$ cat src/hdl/spectrum_band_bars_with_peak_fall_top_defines.svh
// ----------------------------------------------------------------------------
// spectrum band bars assertion macros
// concurrent assertion helpers, clocked on clock and disabled in reset
// ----------------------------------------------------------------------------
`ifndef SPECTRUM_BAND_BARS_WITH_PEAK_FALL_TOP_DEFINES_SVH
`define SPECTRUM_BAND_BARS_WITH_PEAK_FALL_TOP_DEFINES_SVH

`ifndef NO_ASSERTIONS
`define SBB_ASSERT(label, prop) \
   label: assert property (@(posedge clock) disable iff (reset) (prop)) \
      else $error("sbb assertion failed");
`define SBB_ASSERT_NEXT(label, ante, cons) \
   label: assert property (@(posedge clock) disable iff (reset) (ante) |=> (cons)) \
      else $error("sbb assertion failed");
`else
`define SBB_ASSERT(label, prop)
`define SBB_ASSERT_NEXT(label, ante, cons)
`endif

`endif

$ cat src/hdl/sbb_pkg.sv
// ----------------------------------------------------------------------------
// sbb_pkg
// shared constants, types and the bin to band table
// ----------------------------------------------------------------------------
package sbb_pkg;

   localparam int COLUMNS    = 30;
   localparam int ROWS       = 32;
   localparam int FFT_POINTS = 64;

   localparam int BIN_W      = 5;
   localparam int MAG_W      = 18;
   localparam int SUM_W      = 20;
   localparam int COL_W      = 5;
   localparam int BAR_W      = 5;
   localparam int PEAK_W     = 6;
   localparam int DIV_W      = 10;
   localparam int EDGE_W     = 6;
   localparam int CSR_IDX_W  = 2;
   localparam int CSR_DATA_W = 18;
   localparam int STEP_W     = $clog2(BAR_W);

   localparam int QUEUE_DEPTH = 4;
   localparam int QPTR_W      = $clog2(QUEUE_DEPTH);
   localparam int QCNT_W      = $clog2(QUEUE_DEPTH + 1);

   localparam int BIN_LO = 2;
   localparam int BIN_HI = FFT_POINTS / 2 - 1;

   localparam logic [SUM_W-1:0] SUM_MAX = '1;

   localparam logic signed [PEAK_W-1:0] PEAK_FLOOR = -6'sd1;
   localparam logic signed [PEAK_W-1:0] PEAK_TOP   =
      PEAK_W'((ROWS - 1 > 31) ? 31 : ROWS - 1);

   localparam logic [MAG_W-1:0] NOISE_THRESHOLD_RST = MAG_W'(200);
   localparam logic [DIV_W-1:0] BAR_DIVISOR_RST     = DIV_W'(70);
   localparam logic [BAR_W-1:0] BAR_LIMIT_RST       = BAR_W'(21);

   localparam logic [EDGE_W-1:0] BAND_EDGE [COLUMNS] = '{
      6'd2,  6'd4,  6'd5,  6'd6,  6'd7,  6'd8,  6'd9,  6'd10, 6'd11, 6'd12,
      6'd13, 6'd14, 6'd15, 6'd16, 6'd17, 6'd18, 6'd19, 6'd20, 6'd21, 6'd22,
      6'd23, 6'd24, 6'd25, 6'd26, 6'd27, 6'd28, 6'd29, 6'd30, 6'd31, 6'd32
   };

   typedef enum logic [CSR_IDX_W-1:0] {
      CSR_NOISE_THRESHOLD = 2'd0,
      CSR_BAR_DIVISOR     = 2'd1,
      CSR_BAR_LIMIT       = 2'd2,
      CSR_PEAK_ENABLE     = 2'd3
   } csr_index_type;

   typedef enum logic [1:0] {
      ST_ACC,
      ST_LOAD,
      ST_DIV,
      ST_EMIT
   } back_state_type;

   typedef struct packed {
      logic [MAG_W-1:0] noise_threshold;
      logic [DIV_W-1:0] bar_divisor;
      logic [BAR_W-1:0] bar_limit;
      logic             peak_enable;
   } cfg_type;

   typedef struct packed {
      logic             counts;
      logic [COL_W-1:0] band;
      logic [MAG_W-1:0] magnitude;
      logic             frame_end;
   } item_type;

   typedef struct packed {
      logic push;
      logic pop;
   } queue_ctrl_type;

   typedef struct packed {
      logic full;
      logic empty;
   } queue_stat_type;

   // first band whose edge is at or above the bin
   function automatic logic [COL_W-1:0] band_of(input logic [BIN_W-1:0] bin);
      logic [COL_W-1:0] idx;
      idx = '0;
      for (int b = COLUMNS - 1; b >= 0; b--) begin
         if (EDGE_W'(bin) <= BAND_EDGE[b]) idx = COL_W'(b);
      end
      return idx;
   endfunction

endpackage

$ cat src/hdl/sbb_front.sv
// ----------------------------------------------------------------------------
// sbb_front
// takes bin beats and classifies them: band, noise gate, frame end
// ----------------------------------------------------------------------------
module sbb_front import sbb_pkg::*; (
   input  logic             start,
   input  logic             full_i,
   input  logic [BIN_W-1:0] req_bin_index,
   input  logic [MAG_W-1:0] req_magnitude,
   input  logic             req_frame_end,
   input  cfg_type          cfg_i,
   output logic             push_o,
   output item_type         item_o
);

   logic in_range;

   assign in_range = (EDGE_W'(req_bin_index) >= EDGE_W'(BIN_LO)) &&
                     (EDGE_W'(req_bin_index) <= EDGE_W'(BIN_HI));

   assign push_o = start && !full_i;

   always_comb begin
      item_o.counts    = in_range && (req_magnitude > cfg_i.noise_threshold);
      item_o.band      = band_of(req_bin_index);
      item_o.magnitude = req_magnitude;
      item_o.frame_end = req_frame_end;
   end

endmodule

$ cat src/hdl/sbb_queue.sv
// ----------------------------------------------------------------------------
// sbb_queue
// short fifo of classified bins between front and back
// ----------------------------------------------------------------------------
module sbb_queue import sbb_pkg::*; (
   input  logic           clock,
   input  logic           reset,
   input  queue_ctrl_type ctrl_i,
   input  item_type       item_i,
   output item_type       item_o,
   output queue_stat_type stat_o
);

   item_type           entries_ff [QUEUE_DEPTH];
   logic [QPTR_W-1:0]  wr_ptr_ff, wr_ptr_in;
   logic [QPTR_W-1:0]  rd_ptr_ff, rd_ptr_in;
   logic [QCNT_W-1:0]  count_ff, count_in;
   logic               do_push, do_pop;

   assign stat_o.full  = (count_ff == QCNT_W'(QUEUE_DEPTH));
   assign stat_o.empty = (count_ff == '0);
   assign do_push      = ctrl_i.push && !stat_o.full;
   assign do_pop       = ctrl_i.pop && !stat_o.empty;
   assign item_o       = entries_ff[rd_ptr_ff];

   always_comb begin
      wr_ptr_in = do_push ? wr_ptr_ff + 1'b1 : wr_ptr_ff;
      rd_ptr_in = do_pop  ? rd_ptr_ff + 1'b1 : rd_ptr_ff;
      count_in  = count_ff;
      if (do_push && !do_pop) count_in = count_ff + 1'b1;
      else if (do_pop && !do_push) count_in = count_ff - 1'b1;
   end

   always_ff @(posedge clock) begin
      if (reset) begin
         wr_ptr_ff <= '0;
         rd_ptr_ff <= '0;
         count_ff  <= '0;
      end else begin
         wr_ptr_ff <= wr_ptr_in;
         rd_ptr_ff <= rd_ptr_in;
         count_ff  <= count_in;
      end
   end

   always_ff @(posedge clock) begin
      if (do_push) entries_ff[wr_ptr_ff] <= item_i;
   end

endmodule

$ cat src/hdl/sbb_back.sv
// ----------------------------------------------------------------------------
// sbb_back
// band accumulation, per column divide, clamp and falling peak, result beats
// ----------------------------------------------------------------------------
`include "spectrum_band_bars_with_peak_fall_top_defines.svh"

module sbb_back import sbb_pkg::*; (
   input  logic                     clock,
   input  logic                     reset,
   input  cfg_type                  cfg_i,
   input  logic                     empty_i,
   input  item_type                 item_i,
   output logic                     pop_o,
   output logic                     rsp_valid,
   output logic [COL_W-1:0]         rsp_column,
   output logic [BAR_W-1:0]         rsp_bar_height,
   output logic signed [PEAK_W-1:0] rsp_peak_height,
   output logic                     rsp_last_column
);

   back_state_type            state_ff, state_in;
   logic [COL_W-1:0]          col_ff, col_in;
   logic [STEP_W-1:0]         step_ff, step_in;
   logic [SUM_W-1:0]          rem_ff, rem_in;
   logic [BAR_W-1:0]          quot_ff, quot_in;
   logic                      ovf_ff, ovf_in;
   logic [SUM_W-1:0]          sums_ff [COLUMNS];
   logic signed [PEAK_W-1:0]  peaks_ff [COLUMNS];

   logic                      rsp_valid_ff, rsp_valid_in;
   logic [COL_W-1:0]          rsp_column_ff;
   logic [BAR_W-1:0]          rsp_bar_ff, rsp_bar_in;
   logic signed [PEAK_W-1:0]  rsp_peak_ff;
   logic                      rsp_last_ff;

   logic [COL_W-1:0]          sum_addr;
   logic [SUM_W-1:0]          sum_rd;
   logic [SUM_W:0]            sum_add;
   logic [SUM_W-1:0]          sum_sat;
   logic                      acc_we, clr_we, peak_we;
   logic [DIV_W-1:0]          div_eff;
   logic [SUM_W-1:0]          trial;
   logic                      trial_ge;
   logic signed [PEAK_W-1:0]  peak_rd, peak_new, bar_ext;
   logic                      last_col;

   assign pop_o    = (state_ff == ST_ACC) && !empty_i;
   assign last_col = (col_ff == COL_W'(COLUMNS - 1));
   assign div_eff  = (cfg_i.bar_divisor == '0) ? DIV_W'(1) : cfg_i.bar_divisor;

   assign sum_addr = (state_ff == ST_ACC) ? item_i.band : col_ff;
   assign sum_rd   = sums_ff[sum_addr];
   assign sum_add  = {1'b0, sum_rd} + (SUM_W + 1)'(item_i.magnitude);
   assign sum_sat  = sum_add[SUM_W] ? SUM_MAX : sum_add[SUM_W-1:0];

   assign trial    = SUM_W'(div_eff) << step_ff;
   assign trial_ge = (rem_ff >= trial);

   assign peak_rd  = peaks_ff[col_ff];

   // next state
   always_comb begin
      state_in = state_ff;
      case (state_ff)
         ST_ACC: begin
            if (pop_o && item_i.frame_end) state_in = ST_LOAD;
         end
         ST_LOAD: begin
            state_in = ST_DIV;
         end
         ST_DIV: begin
            if (step_ff == '0) state_in = ST_EMIT;
         end
         ST_EMIT: begin
            state_in = last_col ? ST_ACC : ST_LOAD;
         end
         default: begin
            state_in = ST_ACC;
         end
      endcase
   end

   // datapath and outputs
   always_comb begin
      col_in       = col_ff;
      step_in      = step_ff;
      rem_in       = rem_ff;
      quot_in      = quot_ff;
      ovf_in       = ovf_ff;
      acc_we       = 1'b0;
      clr_we       = 1'b0;
      peak_we      = 1'b0;
      rsp_valid_in = 1'b0;
      rsp_bar_in   = quot_ff;
      bar_ext      = '0;
      peak_new     = peak_rd;
      case (state_ff)
         ST_ACC: begin
            acc_we = pop_o && item_i.counts;
            col_in = '0;
         end
         ST_LOAD: begin
            clr_we  = 1'b1;
            rem_in  = sum_rd;
            ovf_in  = (sum_rd >= (SUM_W'(div_eff) << BAR_W));
            quot_in = '0;
            step_in = STEP_W'(BAR_W - 1);
         end
         ST_DIV: begin
            if (trial_ge) rem_in = rem_ff - trial;
            quot_in = {quot_ff[BAR_W-2:0], trial_ge};
            if (step_ff != '0) step_in = step_ff - 1'b1;
         end
         ST_EMIT: begin
            if (ovf_ff || (quot_ff > cfg_i.bar_limit)) rsp_bar_in = cfg_i.bar_limit;
            else rsp_bar_in = quot_ff;
            bar_ext = signed'({1'b0, rsp_bar_in});
            if (cfg_i.peak_enable) begin
               if (bar_ext > peak_rd) peak_new = bar_ext;
               else if (peak_rd > PEAK_FLOOR) peak_new = peak_rd - 6'sd1;
            end
            peak_we      = 1'b1;
            rsp_valid_in = 1'b1;
            col_in       = last_col ? '0 : col_ff + 1'b1;
         end
         default: begin
            col_in = '0;
         end
      endcase
   end

   always_ff @(posedge clock) begin
      if (reset) begin
         state_ff     <= ST_ACC;
         col_ff       <= '0;
         step_ff      <= '0;
         rsp_valid_ff <= 1'b0;
      end else begin
         state_ff     <= state_in;
         col_ff       <= col_in;
         step_ff      <= step_in;
         rsp_valid_ff <= rsp_valid_in;
      end
   end

   always_ff @(posedge clock) begin
      rem_ff  <= rem_in;
      quot_ff <= quot_in;
      ovf_ff  <= ovf_in;
      if (rsp_valid_in) begin
         rsp_column_ff <= col_ff;
         rsp_bar_ff    <= rsp_bar_in;
         rsp_peak_ff   <= peak_new;
         rsp_last_ff   <= last_col;
      end
   end

   always_ff @(posedge clock) begin
      if (reset) begin
         for (int c = 0; c < COLUMNS; c++) sums_ff[c] <= '0;
      end else if (acc_we) begin
         sums_ff[item_i.band] <= sum_sat;
      end else if (clr_we) begin
         sums_ff[col_ff] <= '0;
      end
   end

   always_ff @(posedge clock) begin
      if (reset) begin
         for (int c = 0; c < COLUMNS; c++) begin
            peaks_ff[c] <= (c == 1) ? PEAK_TOP : PEAK_FLOOR;
         end
      end else if (peak_we) begin
         peaks_ff[col_ff] <= peak_new;
      end
   end

   assign rsp_valid       = rsp_valid_ff;
   assign rsp_column      = rsp_column_ff;
   assign rsp_bar_height  = rsp_bar_ff;
   assign rsp_peak_height = rsp_peak_ff;
   assign rsp_last_column = rsp_last_ff;

   `SBB_ASSERT_NEXT(a_emit_gives_beat, state_ff == ST_EMIT, rsp_valid_ff)
   `SBB_ASSERT(a_last_beat_ends_sweep, rsp_valid_ff && rsp_last_ff |-> state_ff == ST_ACC)
   `SBB_ASSERT(a_sweep_column_range, state_ff != ST_ACC |-> col_ff < COL_W'(COLUMNS))
   `SBB_ASSERT(a_div_step_range, state_ff == ST_DIV |-> step_ff < STEP_W'(BAR_W))

endmodule

$ cat src/hdl/spectrum_band_bars_with_peak_fall_top.sv
// ----------------------------------------------------------------------------
// spectrum_band_bars_with_peak_fall_top
// spectrum bars with falling peaks from one frame of fft magnitude bins
// ----------------------------------------------------------------------------
// Bins are taken one per cycle while busy is low; busy rises only when the
// four-beat queue in front of the accumulator is full. A bin leaves the queue
// and is added to its band in the same cycle. The bin that carries frame_end
// starts a sweep over the 30 columns: each column loads and clears its band sum,
// runs a shared restoring divider that makes one quotient bit a cycle, then does
// the clamp, the peak update and the result beat, so a frame produces 30 result
// beats. rsp_valid is high for one cycle per beat and cannot be held off. Bins
// sent during a sweep wait in the queue, and busy stays high once it fills,
// until the sweep ends. Configuration writes take effect at once and belong to
// idle periods.
// ----------------------------------------------------------------------------
module spectrum_band_bars_with_peak_fall_top import sbb_pkg::*; (
   input  logic                     clock,
   input  logic                     reset,
   input  logic                     start,
   output logic                     busy,
   input  logic [BIN_W-1:0]         req_bin_index,
   input  logic [MAG_W-1:0]         req_magnitude,
   input  logic                     req_frame_end,
   output logic                     rsp_valid,
   output logic [COL_W-1:0]         rsp_column,
   output logic [BAR_W-1:0]         rsp_bar_height,
   output logic signed [PEAK_W-1:0] rsp_peak_height,
   output logic                     rsp_last_column,
   input  logic                     csr_write,
   input  logic [CSR_IDX_W-1:0]     csr_index,
   input  logic [CSR_DATA_W-1:0]    csr_data
);

   cfg_type        cfg_ff, cfg_in;
   queue_ctrl_type qctrl;
   queue_stat_type qstat;
   item_type       front_item, queue_item;
   logic           push, pop;

   always_comb begin
      cfg_in = cfg_ff;
      if (csr_write) begin
         case (csr_index_type'(csr_index))
            CSR_NOISE_THRESHOLD: cfg_in.noise_threshold = csr_data[MAG_W-1:0];
            CSR_BAR_DIVISOR:     cfg_in.bar_divisor     = csr_data[DIV_W-1:0];
            CSR_BAR_LIMIT:       cfg_in.bar_limit       = csr_data[BAR_W-1:0];
            CSR_PEAK_ENABLE:     cfg_in.peak_enable     = csr_data[0];
            default:             cfg_in = cfg_ff;
         endcase
      end
   end

   always_ff @(posedge clock) begin
      if (reset) begin
         cfg_ff.noise_threshold <= NOISE_THRESHOLD_RST;
         cfg_ff.bar_divisor     <= BAR_DIVISOR_RST;
         cfg_ff.bar_limit       <= BAR_LIMIT_RST;
         cfg_ff.peak_enable     <= 1'b1;
      end else begin
         cfg_ff <= cfg_in;
      end
   end

   assign busy       = qstat.full;
   assign qctrl.push = push;
   assign qctrl.pop  = pop;

   sbb_front u_front (
      .start         (start),
      .full_i        (qstat.full),
      .req_bin_index (req_bin_index),
      .req_magnitude (req_magnitude),
      .req_frame_end (req_frame_end),
      .cfg_i         (cfg_ff),
      .push_o        (push),
      .item_o        (front_item)
   );

   sbb_queue u_queue (
      .clock  (clock),
      .reset  (reset),
      .ctrl_i (qctrl),
      .item_i (front_item),
      .item_o (queue_item),
      .stat_o (qstat)
   );

   sbb_back u_back (
      .clock           (clock),
      .reset           (reset),
      .cfg_i           (cfg_ff),
      .empty_i         (qstat.empty),
      .item_i          (queue_item),
      .pop_o           (pop),
      .rsp_valid       (rsp_valid),
      .rsp_column      (rsp_column),
      .rsp_bar_height  (rsp_bar_height),
      .rsp_peak_height (rsp_peak_height),
      .rsp_last_column (rsp_last_column)
   );

endmodule

$ cat config.mk
export PLATFORM = sky130hd
export DESIGN_NAME = spectrum_band_bars_with_peak_fall_top
export DESIGN_NICKNAME = d
export VERILOG_FILES = /design/src/hdl/sbb_pkg.sv /design/src/hdl/sbb_front.sv /design/src/hdl/sbb_queue.sv /design/src/hdl/sbb_back.sv /design/src/hdl/spectrum_band_bars_with_peak_fall_top.sv
export VERILOG_INCLUDE_DIRS = /design/src /design/src/hdl
export SDC_FILE = /design/constraint.sdc
export NUM_CORES = 2
export LEC_CHECK = 0
export BUFFER_PORTS_ARGS = -buffer_cell sky130_fd_sc_hd__buf_2
export CAP_MARGIN = 20
export CORE_ASPECT_RATIO = 0.9
export CORE_MARGIN = 1.5
export CORE_UTILIZATION = 37
export CTS_CLUSTER_DIAMETER = 40
export DETAILED_ROUTE_END_ITERATION = 8
export GPL_TIMING_DRIVEN = 0
export MAX_ROUTING_LAYER = met4
export PLACE_DENSITY_LB_ADDON = 0.2
export SYNTH_ARGS = -nofsm -noshare
export SYNTH_HDL_FRONTEND = slang
export SYNTH_SLANG_ARGS = --single-unit
export TNS_END_PERCENT = 100
$ cat constraint.sdc
create_clock -name clock -period 5.9 [get_ports clock]
set_input_delay 0.59 -clock clock [delete_from_list [all_inputs] [get_ports clock]]
set_output_delay 0.59 -clock clock [all_outputs]
set_load 0.05 [all_outputs]
==> run summary <==
CTS
------------------------------------------------------------------------------------------------------
Number of clock sinks ...................................................................         1034
Hold-fix buffers, CTS ...................................................................            0
Max Root-Sink Buffers ...................................................................            3
Clock latency at the later pin of the worst-skew pair ...................................       800 ps
Clock transition at the register clock pins on the worst setup and hold paths after CTS .        60 ps
TritonCTS clock tree ....................................................................          yes
H-tree levels ...........................................................................            4
TritonCTS Buffers .......................................................................          144
Clock tree root buffer cell .............................................................    clkbuf_16

ROUTE
------------------------------------------------------------------------------------------------------
Routed Wire Length ......................................................................    182000 um
Violation count after the first detailed-routing iteration ..............................         4893
DRC violations left .....................................................................            0
Post-route ant nets .....................................................................            0
First-pass DRT Iterations ...............................................................            6
Routed length per placed instance .......................................................      28.9 um
Total vias in the final route ...........................................................        36500
Detail-routed via count per cell ........................................................         5.82

TIMING
------------------------------------------------------------------------------------------------------
Worst clock skew on the final layout ....................................................      65.7 ps
Max Clock Freq ..........................................................................    0.170 GHz
Post-Route Hold Slack ...................................................................      42.8 ps
Total setup violations reported at the end of the flow ..................................            0
Least-Margin Pin Slew ...................................................................      1200 ps
Max Slew Vio Count ......................................................................            0
Worst relative slew slack ...............................................................        0.197
Final critical-path required period .....................................................      5880 ps
Total count of hold-check failures in the final report ..................................            0
RSZ-0062 raised after global routing ....................................................        false
Crit share post-route ...................................................................        0.997

SYNTH
------------------------------------------------------------------------------------------------------
Syn Area/Cell ...........................................................................     11.9 um2
Async set-reset flop share out of synthesis .............................................            0
Share of synthesized area occupied by flip-flops and latches ............................        0.623
Cell types occupying the most area after synthesis ...................................... edfxtp_1, mux4_2, nor2_1, nand2_1, mux2i_1
Post-Syn Nets ...........................................................................         4232
#FFs+latches synth ......................................................................         1034
Largest area contributor in the netlist .................................................     edfxtp_1
Most common flop cell mapped by yosys ...................................................     edfxtp_1
Post-synth EDFFs ........................................................................          975
Area share of the largest cell type after synthesis .....................................        0.599
Cell area after technology mapping ......................................................    48900 um2
Number of distinct library cells after synthesis ........................................           78
Total number of yosys warnings ..........................................................            0
Synthesized instance count ..............................................................         4090

CRITICAL PATH
------------------------------------------------------------------------------------------------------
Worst setup EP type .....................................................................     register
Top delay family on crit path ........................................................... buffers and inverters
Critical path arrival ...................................................................      6390 ps
R2R cell count ..........................................................................           29
Critical path depth in cells ............................................................           29
Crit path buffers/inverters .............................................................           11
Slowest-stage cell, CP ..................................................................         fa_1
Biggest fanout along the worst timing path ..............................................           10
Maximum cell stage delay along the critical path ........................................       390 ps
Kind of start point of the critical path ................................................     register
Required time of the critical path ......................................................      6400 ps
Worst setup path category ............................................................... register to register

MIN PATH
------------------------------------------------------------------------------------------------------
Type of the most critical hold path ..................................................... primary input to register
Number of cells traversed by the worst hold path ........................................            1

PLACE
------------------------------------------------------------------------------------------------------
Placed instance count ...................................................................         5922
Port buffer count .......................................................................           66
Global placer's final weighted congestion ...............................................        0.990
Total half-perimeter wirelength after legalization and detailed placement ...............    129000 um

DIE
------------------------------------------------------------------------------------------------------
Initial Utilization .....................................................................        0.373
Core region area ........................................................................   131000 um2
Die width ...............................................................................       386 um
Die height ..............................................................................       348 um
Count of standard-cell rows .............................................................          126
Number of ports placed on the die boundary ..............................................           67
Die Outline Area ........................................................................   134000 um2

OUTCOME
------------------------------------------------------------------------------------------------------
Run status .............................................................................. finished clean

GLOBAL ROUTE
------------------------------------------------------------------------------------------------------
First-pass GRT wire length ..............................................................    254000 um
Via count of the first global-routing pass ..............................................        34300
Maximum number of pins on one net before global-route repair ............................           26
Initial antenna violation count .........................................................            3
Global-route usage over all layers ......................................................        0.276
GR Overflow Total .......................................................................            0

CELLS AND AREA
------------------------------------------------------------------------------------------------------
Share of layout cells above drive strength 1 ............................................        0.213
Layout Nets .............................................................................         4567
Fill cell instance count of the final layout ............................................        12000
Number of non-filler instances in the completed layout ..................................         6279
Area growth from synthesis to layout ....................................................        23.4%

RUN
------------------------------------------------------------------------------------------------------
Number of maximum-capacitance violations ................................................            0

repair_timing:
action                                  CTS  global route
endpoints found under the setup margin  847           828
pin swaps                                37            17
gates resized for setup                 575            73
gates cloned                              4             0
buffers inserted                         59            15
per-stage QoR:
stage	area (um2)	setup slack, ps	setup TNS (ps)	utilization
6_report	60300	18.4	0	0.460
5_1_grt	60300	1.95	0	0.460
4_1_cts	59700	2.18	0	0.455
3_5_place_dp	52100	-4220	-2721250	0.397
3_3_place_gp	51400	-4160	-2709200	0.392
2_1_floorplan	48900	213	0	-
worst register-to-register path, delay by kind of cell, from the launching register on:
family                     cells  cell delay, ps
and+or+nand+nor                5             690
AOI/OAI and AO/OA             10            1890
adders and majority gates      3             780
DFF                            1             380
buffers and inverters         11            1890
sequential cells by signal (all words and copies together) (netlist names), named ones only:
signal                  cells
u_back.rsp_column           5
u_back.rsp_bar_height       5
u_back.rsp_last_column      1
u_queue.count_ff            3
u_back.quot_ff              5
u_back.rsp_valid            1
u_back.sums_ff            640
u_back.rsp_peak_height      6
u_queue.rd_ptr_ff           2
u_back.rem_ff              20
u_back.col_ff               5
cfg_ff                     34
u_back.state_ff             2
u_queue.entries_ff        100
u_back.ovf_ff               1
u_back.step_ff              3
u_back.peaks_ff           192
u_queue.wr_ptr_ff           2
Yosys cell counts (51+ instances only):
cell type	instances
nor2_1	755
ha_1	91
mux2i_1	128
inv_1	88
edfxtp_1	975
mux4_2	126
and3_1	65
clkbuf_1	197
a211oi_1	69
buf_2	85
o21ai_0	64
nand3_1	101
a21oi_1	106
dfxtp_1	59
a21o_1	51
nand2_1	621
logic make-up after synthesis:
logic type / share of synthesized area
simple gates: 0.150
flops: 0.623
compound gates: 0.0713
buf+inv: 0.0345
mux: 0.0896
fa+ha+maj: 0.0245
xor+xnor: 0.00645
cells in the final DEF, fill, tap and decap left out, drive strengths merged, types with 14 or more instances in the layout:
cell type  count
a211o         26
nor3          27
mux2i        129
o21a          17
xnor2         26
and3          65
a22oi         21
nor2         766
inv          113
a21oi        107
mux2          22
mux4         126
o21ai         64
nor2b         27
clkinv        47
nand2        621
a31oi         34
edfxtp       975
ha            91
nand4         14
a21o          51
buf          319
or2           33
and2          17
nand3        101
a311oi        26
dfxtp         59
clkbuf       356
a211oi        69
o31ai         14
nand2b        19
path summary, 6_finish.rpt:
check,startpoint,endpoint,slack (ps)
hold / removal,req_frame_end,u_queue.entries_ff[3][0]$_DFFE_PP_,40
hold reg to reg,cfg_ff[30]$_SDFFE_PP0P_,cfg_ff[30]$_SDFFE_PP0P_,450
setup reg to reg,u_back.state_ff[0]$_SDFFE_PP0P_,u_back.sums_ff[7][6]$_SDFFCE_PN0P_,20
setup / recovery,u_back.state_ff[0]$_SDFFE_PP0P_,u_back.sums_ff[7][6]$_SDFFCE_PN0P_,20
metal layers:
layer | vias to the layer above | global-route usage | share of wire
met5 | - | - | 0
met4 | 0 | 0.123 | 0.051
met3 | 450 | 0.0564 | 0.11
met2 | 2224 | 0.399 | 0.44
met1 | 18300 | 0.375 | 0.41
li1 | 15500 | - | -
area by class of cell:
| cell class | count | area (um2) | share of cell area |
|---|---|---|---|
| repair buffers | 190 | 2110 | 0.0350 |
| multi-input cells | 2649 | 17700 | 0.293 |
| diodes | 6 | 15.0 | 0.000249 |
| plain buffers | 315 | 2510 | 0.0416 |
| clock buffers | 172 | 3900 | 0.0646 |
| well taps | 1728 | 2160 | 0.0358 |
| clock inverters | 94 | 1140 | 0.0189 |
| flip-flops and latches | 1034 | 30500 | 0.505 |
| inverters | 91 | 348 | 0.00577 |
Power is not shown: default switching activity piles up to over one toggle a cycle in this logic, so the estimate is an artifact.
